`src/hw/rtl/hftq_queue.sv`:
```
// Short register queue that decouples the classifying front from the back.
module hftq_queue #(
    parameter int unsigned WIDTH = 8,
    parameter int unsigned DEPTH = 4,
    localparam int unsigned PW = $clog2(DEPTH)
) (
    input  logic             i_clk,
    input  logic             i_rst_n,
    input  logic             i_push,
    input  logic [WIDTH-1:0] i_din,
    input  logic             i_pop,
    output logic [WIDTH-1:0] o_dout,
    output logic             o_full,
    output logic             o_empty
);

    logic [WIDTH-1:0] r_mem [DEPTH];
    logic [PW-1:0]    r_wr_ptr, n_wr_ptr;
    logic [PW-1:0]    r_rd_ptr, n_rd_ptr;
    logic [PW:0]      r_count, n_count;

    always_comb begin
        n_wr_ptr = r_wr_ptr;
        n_rd_ptr = r_rd_ptr;
        n_count  = r_count;
        if (i_push) begin
            n_wr_ptr = (r_wr_ptr == PW'(DEPTH - 1)) ? '0 : r_wr_ptr + 1'b1;
        end
        if (i_pop) begin
            n_rd_ptr = (r_rd_ptr == PW'(DEPTH - 1)) ? '0 : r_rd_ptr + 1'b1;
        end
        if (i_push && !i_pop) begin
            n_count = r_count + 1'b1;
        end else if (!i_push && i_pop) begin
            n_count = r_count - 1'b1;
        end
    end

    always_ff @(posedge i_clk) begin
        if (!i_rst_n) begin
            r_wr_ptr <= '0;
            r_rd_ptr <= '0;
            r_count  <= '0;
        end else begin
            r_wr_ptr <= n_wr_ptr;
            r_rd_ptr <= n_rd_ptr;
            r_count  <= n_count;
        end
    end

    always_ff @(posedge i_clk) begin
        if (i_push) begin
            r_mem[r_wr_ptr] <= i_din;
        end
    end

    assign o_dout  = r_mem[r_rd_ptr];
    assign o_full  = (r_count == (PW+1)'(DEPTH));
    assign o_empty = (r_count == '0);

endmodule

```
`config.mk`:
```
export PLATFORM = sky130hd
export DESIGN_NAME = hftq_queue
export DESIGN_NICKNAME = d
export VERILOG_FILES = /design/src/hw/rtl/hftq_queue.sv
export SDC_FILE = /design/constraint.sdc
export NUM_CORES = 1
export LEC_CHECK = 0
export ABC_AREA = 1
export CAP_MARGIN = 20
export CORE_AREA = 2 2 50 61
export DETAILED_ROUTE_END_ITERATION = 10
export DIE_AREA = 0 0 52 63
export DONT_BUFFER_PORTS = 1
export PLACE_DENSITY = 0.77
export SETUP_SLACK_MARGIN = 0.2
export SLEW_MARGIN = 20
export SYNTH_ARGS = -nofsm -noshare
export SYNTH_HDL_FRONTEND = slang
export SYNTH_SLANG_ARGS = --single-unit
```
`constraint.sdc`:
```
create_clock -name i_clk -period 2.4 [get_ports i_clk]
set_input_delay 0 -clock i_clk [delete_from_list [all_inputs] [get_ports i_clk]]
set_output_delay 0 -clock i_clk [all_outputs]
set_load 0.01 [all_outputs]
```
==> results.tsv <==
stage	metric	value	unit
clock_tree	clock_sinks	41	
cells_and_area	multi_input_area	428	µm²
cells_and_area	final_area	0.00186	mm²
worst_setup_path	timing.critical_path.required	2.40	ns
floorplan	fp.dieW	52	µm
clock_tree	cts_inserted_buffers	5	
floorplan	floorplan.initialDensity	61.0	%
worst_setup_path	criticalPathCategory	flip-flop to output pin	
worst_setup_path	critical_path.max_stage_delay	0.70	ns
cells_and_area	fillCellCount	186	
worst_setup_path	worstReg2RegEnd	r_count[2]$_SDFFE_PN0P_	
run_status	outcome	complete, no violations	
sta	final_hold_viol_count	0	
cells_and_area	antennaDiodeCount	0	
worst_setup_path	worst_r2r_path_depth	7	
power	share_clk_of_total_power	31.0	%
floorplan	dieHeight	63	µm
detailed_routing	drc	0	
sta	fmax	577	MHz
sta	rsz_0062_raised_after_global_routing	no	
global_routing	gr-total-overflow	0	
yosys	synth_seq_area_share	69.1	%
clock_tree	clk_pin_slew	0.12	ns
global_routing	global_route.usage.total	19.3	%
yosys	synth_largest_area_cell	sky130_fd_sc_hd__edfxtp_1	
placed_design	dpl.hpwl	1.77	mm
power	power-per-cell-area	767	mW/mm²
sta	tightestPinTransition	0.570	ns
sta	finalSetupViolations	0	
clock_tree	cts-root-buf	sky130_fd_sc_hd__clkbuf_4	
clock_tree	cts-htree-levels	2	
sta	finalCritPeriodShare	72.2	%
yosys	synth_cell_types	19	
yosys	yosysWarningCount	0	
cells_and_area	most-common-layout-cells	sky130_fd_sc_hd__edfxtp_1 (32), sky130_fd_sc_hd__nor2_1 (22), sky130_fd_sc_hd__inv_1 (15), sky130_fd_sc_hd__o21ai_0 (15), sky130_fd_sc_hd__dlygate4sd3_1 (11)	
worst_setup_path	critical_path.top_delay_family	flip-flops	
clock_tree	cts_setup_buffers	0	
hold_path	whs_endpoint	r_mem[3][7]$_DFFE_PP_	
power	worst_ir_drop_vdd	0.555	mV
placed_design	routabilityCongestion	0.747	
sta	timing.final.max_slew_violations	0	
cells_and_area	layoutNonFillerInstCount	186	
worst_setup_path	r2r_slack	1.11	ns
cells_and_area	final_common_cell	sky130_fd_sc_hd__edfxtp_1	
clock_tree	max-clock-path-buffers	2	
hold_path	min-delay-start	i_push	
worst_setup_path	endpoint_kind	output pin	
yosys	syn-num-nets	154	
global_routing	first_global_vias	964	
global_routing	number_of_antenna_violations_at_the_first_check_in_global_routing	0	
hold_path	timing.hold.worst.class	input port to flip-flop	
power	total_switching_power	349	µW
cells_and_area	layout-area-overhead-vs-synth	12.9	%
sta	fin_setup_tns	0	ns
detailed_routing	totalWireLength	2.73	mm
floorplan	row_count	21	
power	seq_power_share	58.2	%
worst_setup_path	reg2reg_from	r_count[0]$_SDFFE_PN0P_	
yosys	synth.cell_area	0.00165	mm²
power	power.internal	1080	µW
sta	slew_headroom	62.0	%
floorplan	io_pins	22	
placed_design	place_inst	167	
floorplan	coreArea	0.00271	mm²
worst_setup_path	cp_num_buf_inv	1	
detailed_routing	wl_per_cell	14.7	µm
floorplan	die-area	0.00328	mm²
yosys	yosysTopAreaCellShare	58.2	%
clock_tree	tritoncts	built	
clock_tree	worst_skew_pair.late_latency	0.35	ns
cells_and_area	layout.nets	170	
yosys	syn-mean-instance-area	12.2	µm²
hold_path	min_path_cells	2	
yosys	synthesis.instances	135	
detailed_routing	first_pass_iters	5	
yosys	yosys-top-cells-area	sky130_fd_sc_hd__edfxtp_1 (58%), sky130_fd_sc_hd__dfxtp_1 (11%), sky130_fd_sc_hd__nor2_1 (5.0%)	
worst_setup_path	worst-endpoint-arrival	1.73	ns
detailed_routing	antenna_left	0	
cells_and_area	seq_area	0.00114	mm²
power	power_frac_comb	10.7	%
cells_and_area	post_route_cells_drive_above_1_share	8.55	%
cells_and_area	finish.utilization	68.9	%
global_routing	grt_start_max_net_pins	18	
detailed_routing	detail_route.iter0.violations	27	
detailed_routing	routed_via_density	5.38	
placed_design	port_buffers	0	
yosys	post_synthesis_sequential_element_count	41	
worst_setup_path	cpMaxStageDelayCell	sky130_fd_sc_hd__dfxtp_1	
detailed_routing	detailroute.via_count	1000	
job	maxCapViolCount	0	
sta	finalCriticalPeriod	1.73	ns
worst_setup_path	cp_cell_sequence	inv_2 -> o21ai_0 -> o22ai_1	
worst_setup_path	worstPathMaxFanout	17	
power	switching_share	24.4	%
global_routing	wire_length_of_the_first_global_routing_pass	4.34	mm
placed_design	placedInstanceArea	0.00167	mm²
power	total_leakage_power	0.000718	µW
sta	skew	0.00756	ns
worst_setup_path	timing.critical_path.from_type	flip-flop	
## per-stage QoR
| stage | worst slack (ns) | hold slack (ns) | total power, µW |
|---|---|---|---|
| 3_5_place_dp | 1.07 | 0.0990 | 983 |
| 6_report | 0.666 | 0.0448 | 1430 |
| 2_1_floorplan | 1.25 | 0.0989 | 954 |
| 4_1_cts | 0.664 | 0.0303 | 1440 |
| 3_3_place_gp | 1.13 | 0.0990 | 973 |
| 5_1_grt | 0.557 | 0.0404 | 1490 |
## flip-flops by register name, summed over array words and instances (netlist names), named ones only
name,count
r_count,3
r_mem,32
r_rd_ptr,2
r_wr_ptr,2
## worst max-delay path by stage
stage	from	endpoint	slack [ns]	depth (start not counted)
finish	flip-flop	o_dout[0]	0.67	3
global route	flip-flop	o_dout[0]	0.56	3
CTS	flip-flop	o_dout[0]	0.66	3
detailed placement	flip-flop	o_dout[0]	1.07	3
global placement	flip-flop	o_dout[0]	1.13	3
floorplan	r_count[0]$_SDFFE_PN0P_	r_count[2]$_SDFFE_PN0P_	1.25	7
## cell type report
class	count	share of cell area [%]
well taps	34	2.28
clock inverters	3	2.42
clock buffers	5	2.01
flip-flops and latches	41	61.2
multi-input cells	76	23.0
repair buffers	11	5.91
inverters	16	3.22
## timing repair
item	4_1_cts	5_1_grt
gates resized for setup	0	0
hold buffers	11	0
endpoints found under the hold margin	41	0
## cell families after synthesis
group / count (synthesis) / share of synthesized area [%]
compound gates: 30 / 10.2
xor+xnor: 1 / 0.530
fa+ha+maj: 7 / 5.76
buf+inv: 18 / 5.00
flops: 41 / 69.1
simple gates: 38 / 9.47
## layer usage
| layer | track usage [%] | wire length (µm) |
|---|---|---|
| met3 | 6.22 | 125 |
| met4 | 12.2 | 78 |
| met2 | 32.1 | 1480 |
| met5 | 0 | 0 |
| met1 | 20.3 | 1040 |
## synth_stat cells
| cell type | n |
|---|---|
| sky130_fd_sc_hd__nor3_1 | 4 |
| sky130_fd_sc_hd__o22ai_1 | 8 |
| sky130_fd_sc_hd__inv_1 | 15 |
| sky130_fd_sc_hd__dfxtp_1 | 9 |
| sky130_fd_sc_hd__nand3_1 | 1 |
| sky130_fd_sc_hd__nor2_1 | 22 |
| sky130_fd_sc_hd__edfxtp_1 | 32 |
| sky130_fd_sc_hd__o21ai_0 | 15 |
| sky130_fd_sc_hd__inv_2 | 1 |
| sky130_fd_sc_hd__o21ai_2 | 2 |
| sky130_fd_sc_hd__o21ai_1 | 2 |
| sky130_fd_sc_hd__xor2_1 | 1 |
| sky130_fd_sc_hd__nor2_2 | 2 |
| sky130_fd_sc_hd__buf_6 | 2 |
| sky130_fd_sc_hd__fa_1 | 1 |
| sky130_fd_sc_hd__a21oi_1 | 3 |
| sky130_fd_sc_hd__nand2_1 | 8 |
| sky130_fd_sc_hd__nand4_1 | 1 |
| sky130_fd_sc_hd__ha_1 | 6 |
## power by group through the flow
| stage | Clock (µW) | Combinational, µW | Sequential (µW) |
|---|---|---|---|
| 4_1_cts | 450 | 154 | 833 |
| 5_1_grt | 477 | 173 | 838 |
| 2_1_floorplan | 0 | 115 | 839 |
| 3_5_place_dp | 0 | 133 | 849 |
| 3_3_place_gp | 0 | 125 | 848 |
| 6_report | 443 | 154 | 833 |
Power figures use the tool's default switching activity.
