===== config.mk =====
export PLATFORM = sky130hd
export DESIGN_NAME = hftq_front
export DESIGN_NICKNAME = d
export VERILOG_FILES = /design/src/hw/rtl/hftq_pkg.sv /design/src/hw/rtl/hftq_front.sv
export SDC_FILE = /design/constraint.sdc
export NUM_CORES = 2
export LEC_CHECK = 0
export BUFFER_PORTS_ARGS = -buffer_cell sky130_fd_sc_hd__clkbuf_2
export CAP_MARGIN = 20
export CELL_PAD_IN_SITES_DETAIL_PLACEMENT = 0
export CELL_PAD_IN_SITES_GLOBAL_PLACEMENT = 1
export CORE_UTILIZATION = 51
export CTS_CLUSTER_SIZE = 8
export DETAILED_ROUTE_END_ITERATION = 10
export PLACE_DENSITY_LB_ADDON = 0.1
export SLEW_MARGIN = 20
export SYNTH_ARGS = -nofsm -noshare
export SYNTH_HDL_FRONTEND = slang
export SYNTH_SLANG_ARGS = --single-unit

===== constraint.sdc =====
create_clock -name i_clk -period 9.5 [get_ports i_clk]
set_input_delay 1.425 -clock i_clk [delete_from_list [all_inputs] [get_ports i_clk]]
set_output_delay 1.425 -clock i_clk [all_outputs]
set_load 0.01 [all_outputs]

===== src/hw/rtl/hftq_pkg.sv =====
// Shared types and constants of the heightfield triangle height query unit.
package hftq_pkg;

    localparam int unsigned POS_W   = 24;
    localparam int unsigned HGT_W   = 16;
    localparam int unsigned SIDX_W  = 11;
    localparam int unsigned CFG_W   = 24;
    localparam int unsigned FRAC_W  = 24;
    localparam int unsigned WT_W    = FRAC_W + 1;
    localparam int unsigned PROD_W  = WT_W + 1 + HGT_W;
    localparam int unsigned SUM_W   = PROD_W + 2;
    localparam int unsigned Q_DEPTH = 4;

    localparam logic [WT_W-1:0] FRAC_ONE = WT_W'(1) << FRAC_W;
    localparam logic [SUM_W-1:0] ROUND_HALF = SUM_W'(1) << (FRAC_W - 1);

    localparam int unsigned CFG_IDX_W = 2;
    localparam logic [CFG_IDX_W-1:0] CFG_ORIGIN_X = 2'd0;
    localparam logic [CFG_IDX_W-1:0] CFG_ORIGIN_Z = 2'd1;
    localparam logic [CFG_IDX_W-1:0] CFG_INV_STEP = 2'd2;

    localparam logic [CFG_W-1:0] INV_STEP_RESET = 24'd65536;

    localparam logic KIND_WRITE = 1'b0;
    localparam logic KIND_QUERY = 1'b1;

    // Classification of one item as it travels from the front to the back.
    typedef struct packed {
        logic query;
        logic wr_en;
        logic oob;
        logic upper;
    } t_ctl;

    // Barycentric weights for the corners read through copies a, b and c.
    typedef struct packed {
        logic [WT_W-1:0] wa;
        logic [WT_W-1:0] wb;
        logic [WT_W-1:0] wc;
    } t_wts;

endpackage


===== src/hw/rtl/hftq_front.sv =====
// Front part: configuration registers, chunk offset, cell scaling and classification.
module hftq_front #(
    parameter int unsigned SUBDIV = 32,
    localparam int unsigned AW = $clog2((SUBDIV + 1) * (SUBDIV + 1))
) (
    input  logic                            i_clk,
    input  logic                            i_rst_n,
    input  logic                            i_cfg_we,
    input  logic [hftq_pkg::CFG_IDX_W-1:0]  i_cfg_index,
    input  logic [hftq_pkg::CFG_W-1:0]      i_cfg_data,
    input  logic                            i_in_valid,
    output logic                            o_in_stall,
    input  logic                            i_kind,
    input  logic [hftq_pkg::SIDX_W-1:0]     i_sample_index,
    input  logic signed [hftq_pkg::HGT_W-1:0] i_height_value,
    input  logic signed [hftq_pkg::POS_W-1:0] i_pos_x,
    input  logic signed [hftq_pkg::POS_W-1:0] i_pos_z,
    output logic                            o_push,
    input  logic                            i_q_full,
    output hftq_pkg::t_ctl                  o_ctl,
    output hftq_pkg::t_wts                  o_wts,
    output logic [AW-1:0]                   o_addr_a,
    output logic [AW-1:0]                   o_addr_b,
    output logic [AW-1:0]                   o_addr_c,
    output logic [hftq_pkg::HGT_W-1:0]      o_wdata
);

    localparam int unsigned ROW  = SUBDIV + 1;
    localparam int unsigned GRID = ROW * ROW;
    localparam int unsigned CW   = $clog2(ROW);
    localparam int unsigned DW   = hftq_pkg::POS_W + 1;
    localparam int unsigned UW   = 2 * hftq_pkg::POS_W;
    localparam int unsigned FW   = hftq_pkg::FRAC_W;

    logic [hftq_pkg::CFG_W-1:0] r_origin_x, r_origin_z, r_inv_step;

    logic                          r_f1_valid, r_f1_query;
    logic [hftq_pkg::SIDX_W-1:0]   r_f1_idx;
    logic [hftq_pkg::HGT_W-1:0]    r_f1_hgt;
    logic [DW-1:0]                 r_f1_dx, r_f1_dz;

    logic                          r_f2_valid, r_f2_query;
    logic [hftq_pkg::SIDX_W-1:0]   r_f2_idx;
    logic [hftq_pkg::HGT_W-1:0]    r_f2_hgt;
    logic                          r_f2_negx, r_f2_negz;
    logic [UW-1:0]                 r_f2_ux, r_f2_uz;

    logic                          front_en;
    logic [UW-FW-1:0]              cx, cz;
    logic [FW-1:0]                 fx, fz;
    logic [hftq_pkg::WT_W-1:0]     fsum;
    logic                          upper, oob;
    logic [31:0]                   base, idx32, addr_a32, addr_b32, addr_c32;

    always_ff @(posedge i_clk) begin
        if (!i_rst_n) begin
            r_origin_x <= '0;
            r_origin_z <= '0;
            r_inv_step <= hftq_pkg::INV_STEP_RESET;
        end else if (i_cfg_we) begin
            unique case (i_cfg_index)
                hftq_pkg::CFG_ORIGIN_X: r_origin_x <= i_cfg_data;
                hftq_pkg::CFG_ORIGIN_Z: r_origin_z <= i_cfg_data;
                hftq_pkg::CFG_INV_STEP: r_inv_step <= i_cfg_data;
                default: ;
            endcase
        end
    end

    // The whole front holds while a classified item waits on a full queue.
    assign front_en   = !(r_f2_valid && i_q_full);
    assign o_in_stall = !front_en;

    always_ff @(posedge i_clk) begin
        if (!i_rst_n) begin
            r_f1_valid <= 1'b0;
            r_f2_valid <= 1'b0;
        end else if (front_en) begin
            r_f1_valid <= i_in_valid;
            r_f2_valid <= r_f1_valid;
        end
    end

    always_ff @(posedge i_clk) begin
        if (front_en) begin
            r_f1_query <= (i_kind == hftq_pkg::KIND_QUERY);
            r_f1_idx   <= i_sample_index;
            r_f1_hgt   <= i_height_value;
            r_f1_dx    <= {i_pos_x[hftq_pkg::POS_W-1], i_pos_x}
                        - {r_origin_x[hftq_pkg::CFG_W-1], r_origin_x};
            r_f1_dz    <= {i_pos_z[hftq_pkg::POS_W-1], i_pos_z}
                        - {r_origin_z[hftq_pkg::CFG_W-1], r_origin_z};

            r_f2_query <= r_f1_query;
            r_f2_idx   <= r_f1_idx;
            r_f2_hgt   <= r_f1_hgt;
            r_f2_negx  <= r_f1_dx[DW-1];
            r_f2_negz  <= r_f1_dz[DW-1];
            r_f2_ux    <= r_f1_dx[DW-2:0] * r_inv_step;
            r_f2_uz    <= r_f1_dz[DW-2:0] * r_inv_step;
        end
    end

    always_comb begin
        cx    = r_f2_ux[UW-1:FW];
        cz    = r_f2_uz[UW-1:FW];
        fx    = r_f2_ux[FW-1:0];
        fz    = r_f2_uz[FW-1:0];
        fsum  = {1'b0, fx} + {1'b0, fz};
        upper = (fsum > hftq_pkg::FRAC_ONE);
        oob   = r_f2_negx || r_f2_negz
             || (cx >= (UW-FW)'(SUBDIV)) || (cz >= (UW-FW)'(SUBDIV));
        base  = 32'(cz[CW-1:0]) * 32'(ROW) + 32'(cx[CW-1:0]);
        addr_b32 = base + 32'd1;
        addr_c32 = base + 32'(ROW);
        idx32 = 32'(r_f2_idx);

        o_ctl.query = r_f2_query;
        o_ctl.wr_en = !r_f2_query && (idx32 < 32'(GRID));
        o_ctl.oob   = oob;
        o_ctl.upper = upper && !oob;

        // Copy a serves the corner that differs by triangle, and the write address.
        if (upper) begin
            o_wts.wa = fsum - hftq_pkg::FRAC_ONE;
            o_wts.wb = hftq_pkg::FRAC_ONE - {1'b0, fz};
            o_wts.wc = hftq_pkg::FRAC_ONE - {1'b0, fx};
            addr_a32 = base + 32'(ROW) + 32'd1;
        end else begin
            o_wts.wa = hftq_pkg::FRAC_ONE - fsum;
            o_wts.wb = {1'b0, fx};
            o_wts.wc = {1'b0, fz};
            addr_a32 = base;
        end
        if (!r_f2_query) begin
            addr_a32 = idx32;
        end
    end

    assign o_push   = r_f2_valid && front_en;
    assign o_addr_a = addr_a32[AW-1:0];
    assign o_addr_b = addr_b32[AW-1:0];
    assign o_addr_c = addr_c32[AW-1:0];
    assign o_wdata  = r_f2_hgt;

endmodule


==> results.json <==
{
  "r2r_start": "r_f1_dz[15]",
  "seq_area_frac_synth_pct": 14.2,
  "fin_setup_tns_ns": 0,
  "synth-seq-cells": 278,
  "htree_levels": 2,
  "syn_nets": 7472,
  "slew_viol_final": 0,
  "required_ns": 9.84,
  "fill_cells": 9744,
  "max_stage_delay_ns": 0.85,
  "antenna_found_initial": 7,
  "fin_crit_sh_pct": 89.0,
  "cts_made_buffers": 43,
  "cts-resized-gates": 0,
  "clock-root-buffer": "clkbuf_16",
  "ys_warn_count": 0,
  "grtUsageMet2_pct": 48.4,
  "outcome": "finished clean",
  "synth.avg_cell_area_sq_um": 9.01,
  "utilization_pct": 55.4,
  "top_usage_layer": "met2",
  "cpMostUsedCell": "fa_1",
  "io_pins": 237,
  "numClockSinks": 278,
  "max_cap_viol_count": 0,
  "drt-initial-drc-count": 2438,
  "crit_path_start_kind": "register",
  "grt_max_degree": 75,
  "fin_crit_ns": 8.45,
  "power.density_nw_per_um2": 213,
  "synth_top_area_share_pct": 36.1,
  "crit_fanout": 13,
  "synth_edf_count": 204,
  "die-width_microns": 326,
  "drc": 0,
  "layout-drive-gt1-share_pct": 7.08,
  "leakagePower_nw": 28.3,
  "die_h_microns": 326,
  "grt_util_met3_pct": 4.11,
  "drt_pass1_iterations": 6,
  "final_antenna_net_count": 0,
  "viasPerCell": 5.35,
  "grt_use_met1_pct": 38.0,
  "synth.area.top_cells": "fa_1 (36%), edfxtp_1 (11%), ha_1 (10%)",
  "multiInputGateArea_sq_um": 40400,
  "hold_end": "o_wdata[1]",
  "cts_tree": "built",
  "drt-wirelength-per-cell_microns": 20.0,
  "critical_path.top_delay_family": "adder cells",
  "hold_start": "r_f1_hgt[1]",
  "syn-cell-area_sq_um": 53700,
  "arrival_ns": 8.80,
  "worstSetupPathType": "register to register",
  "grt_overflow": 0,
  "hold_path_depth": 0,
  "grt_pass1_vias": 41598,
  "track_usage_pct": 28.5,
  "r2r_slack_ns": 1.05,
  "rsz0062_at_grt": "false",
  "skew_ns": 0.0350,
  "regToRegEndpoint": "r_f2_uz[46]",
  "grt_pass1_wl_microns": 235000,
  "postCtsSetupBuffers": 0,
  "port-buffer-count": 236,
  "peakVddDrop_mv": 0.656,
  "async_reset_ff_share_pct": 0,
  "critPathLaunch": "r_f1_dz[15]",
  "start_util_pct": 51.6,
  "post_synth_num_cell_types": 80,
  "min_path_type": "register to register",
  "critPathSlowestCell": "edfxtp_1",
  "syn_inst": 5955,
  "worst_pin_slew_ns": 1.14,
  "num_vias": 39901,
  "ys.flop_type": "edfxtp_1",
  "postRouteWirelength_microns": 149000,
  "syn_to_final_growth_pct": 7.28,
  "coreArea_sq_um": 104000,
  "yosysTopAreaCell": "fa_1",
  "cp-end-kind": "register",
  "path_clk_slew_ns": 0.05,
  "die-area_sq_um": 107000,
  "cts_buffer_depth": 3,
  "path_buf_inv": 7,
  "hold_viol": 0,
  "relSlewSlack_pct": 23.9,
  "cts_hold_buf": 0,
  "final-seq-area_sq_um": 7620,
  "max_freq_mhz": 118,
  "fp-row-count": 118,
  "finalSetupViolations": 0,
  "clk_latency_ns": 0.62,
  "fin_nets": 7560,
  "place_congestion": 0.890,
  "dp_hpwl_microns": 120000,
  "r2r_cells": 26
}
-- where the power goes --
part	total, mW	switching [mW]	internal (mW)
Combinational	8.57	5.28	3.29
Clock	1.54	0.622	0.919
Sequential	2.12	0.425	1.70
-- cell usage after synthesis (8+ instances only) --
master	n
and2_1	597
edfxtp_1	204
o21ai_0	149
a2111oi_0	10
nand3b_1	9
a21boi_0	83
nand2_1	884
xor2_1	71
buf_2	10
dfxtp_1	74
a21o_1	83
o21bai_1	13
xnor2_1	133
and3_1	20
ha_1	442
clkbuf_1	271
a211oi_1	22
nor2_1	138
nand3_1	37
buf_4	9
or4_1	9
or3_1	23
nor3_1	50
o211ai_1	15
nand2b_1	27
nor2b_1	36
nor4_1	27
or2_2	10
nor3b_1	8
o21a_1	22
a31oi_1	20
nand4_1	16
inv_1	1203
fa_1	968
a21oi_1	152
a221oi_1	9
-- sequential cells by signal, indices dropped and copies added, names as in the netlist --
| signal | cells |
|---|---|
| r_f1_idx | 11 |
| r_origin_z | 24 |
| r_f2_ux | 48 |
| r_f2_uz | 48 |
| r_f2_negz | 1 |
| r_f2_query | 1 |
| r_f1_hgt | 16 |
| r_f2_negx | 1 |
| r_f2_idx | 11 |
| r_f1_dz | 25 |
| r_f1_valid | 1 |
| o_wdata | 16 |
| r_origin_x | 24 |
| r_f2_valid | 1 |
| r_f1_dx | 25 |
| r_f1_query | 1 |
| r_inv_step | 24 |
-- metal layers --
| metal | vias to the layer above | share of wire (%) |
|---|---|---|
| li1 | 18452 | - |
| met1 | 20074 | 42 |
| met5 | - | 0.0067 |
| met2 | 1158 | 48 |
| met4 | 2 | 2.9 |
| met3 | 215 | 6.3 |
-- layout by cell type, fill, tap and decap left out, types with 9 or more instances in the layout --
cell	instances
nor2b_1	36
nand2b_1	27
nand2_1	883
inv_1	1203
edfxtp_1	204
or4_1	9
ha_1	442
and3_1	20
clkbuf_1	22
xnor2_1	133
a211oi_1	22
dfxtp_1	64
a21o_1	83
o211ai_1	15
a21boi_0	83
a31oi_1	20
a221oi_1	9
or3_1	23
buf_4	93
or2_2	10
nand3_1	37
fa_1	968
nor4_1	27
nand3b_1	9
nor3_1	50
clkbuf_16	43
and2_1	597
a21oi_1	152
o21bai_1	13
clkbuf_2	236
o21a_1	22
a2111oi_0	10
o21ai_0	149
nand4_1	16
xor2_1	71
dfxtp_2	10
nor2_1	138
-- area by class of cell --
class	count	share of cell area, %
multi-input combinational	4182	70.2
inverter	1203	7.84
clock buffer	68	2.08
clock inverter	7	0.206
sequential	278	13.2
tap	1380	3.00
timing repair buffer	335	3.43
antenna	2	0.00869
-- kinds of logic (layout without fill, tap and decap cells) --
group                    count (synthesis)  after routing  synth area share (%)
flip-flops                             278            278                  14.2
AND/OR/NAND/NOR                       1911           1911                  17.5
AO/OA/AOI/OAI                          647            647                  7.87
buffers and inverters                 1495           1613                  10.5
multiplexers                            10             10                 0.196
other                                    0              2                     0
adder cells (fa/ha/maj)               1410           1410                  46.4
XOR/XNOR                               204            204                  3.33
-- through the flow --
stage / instance area (sq um) / cells / power (mW) / worst slack (ns) / hold slack, ns
floorplan: 53700 / 5955 / 7.83 / 1.64 / 0.400
global placement: 56200 / 7373 / 10.6 / 1.16 / 0.400
detailed placement: 56200 / 7375 / 10.7 / 1.13 / 0.405
CTS: 57500 / 7450 / 12.3 / 1.13 / 0.416
global route: 57600 / 7453 / 13.3 / 0.617 / 0.423
finish: 57600 / 7455 / 12.2 / 1.05 / 0.417
-- worst max-delay path by stage --
stage               slack (ns)  cells past startpoint          end
floorplan                 1.64                      2   o_in_stall
global placement          1.16                     26  r_f2_uz[46]
detailed placement        1.13                     25  r_f2_ux[41]
CTS                       1.13                     25  r_f2_ux[41]
global route              0.62                     26  r_f2_uz[46]
finish                    1.05                     26  r_f2_uz[46]
(Power assumes the default switching activity.)
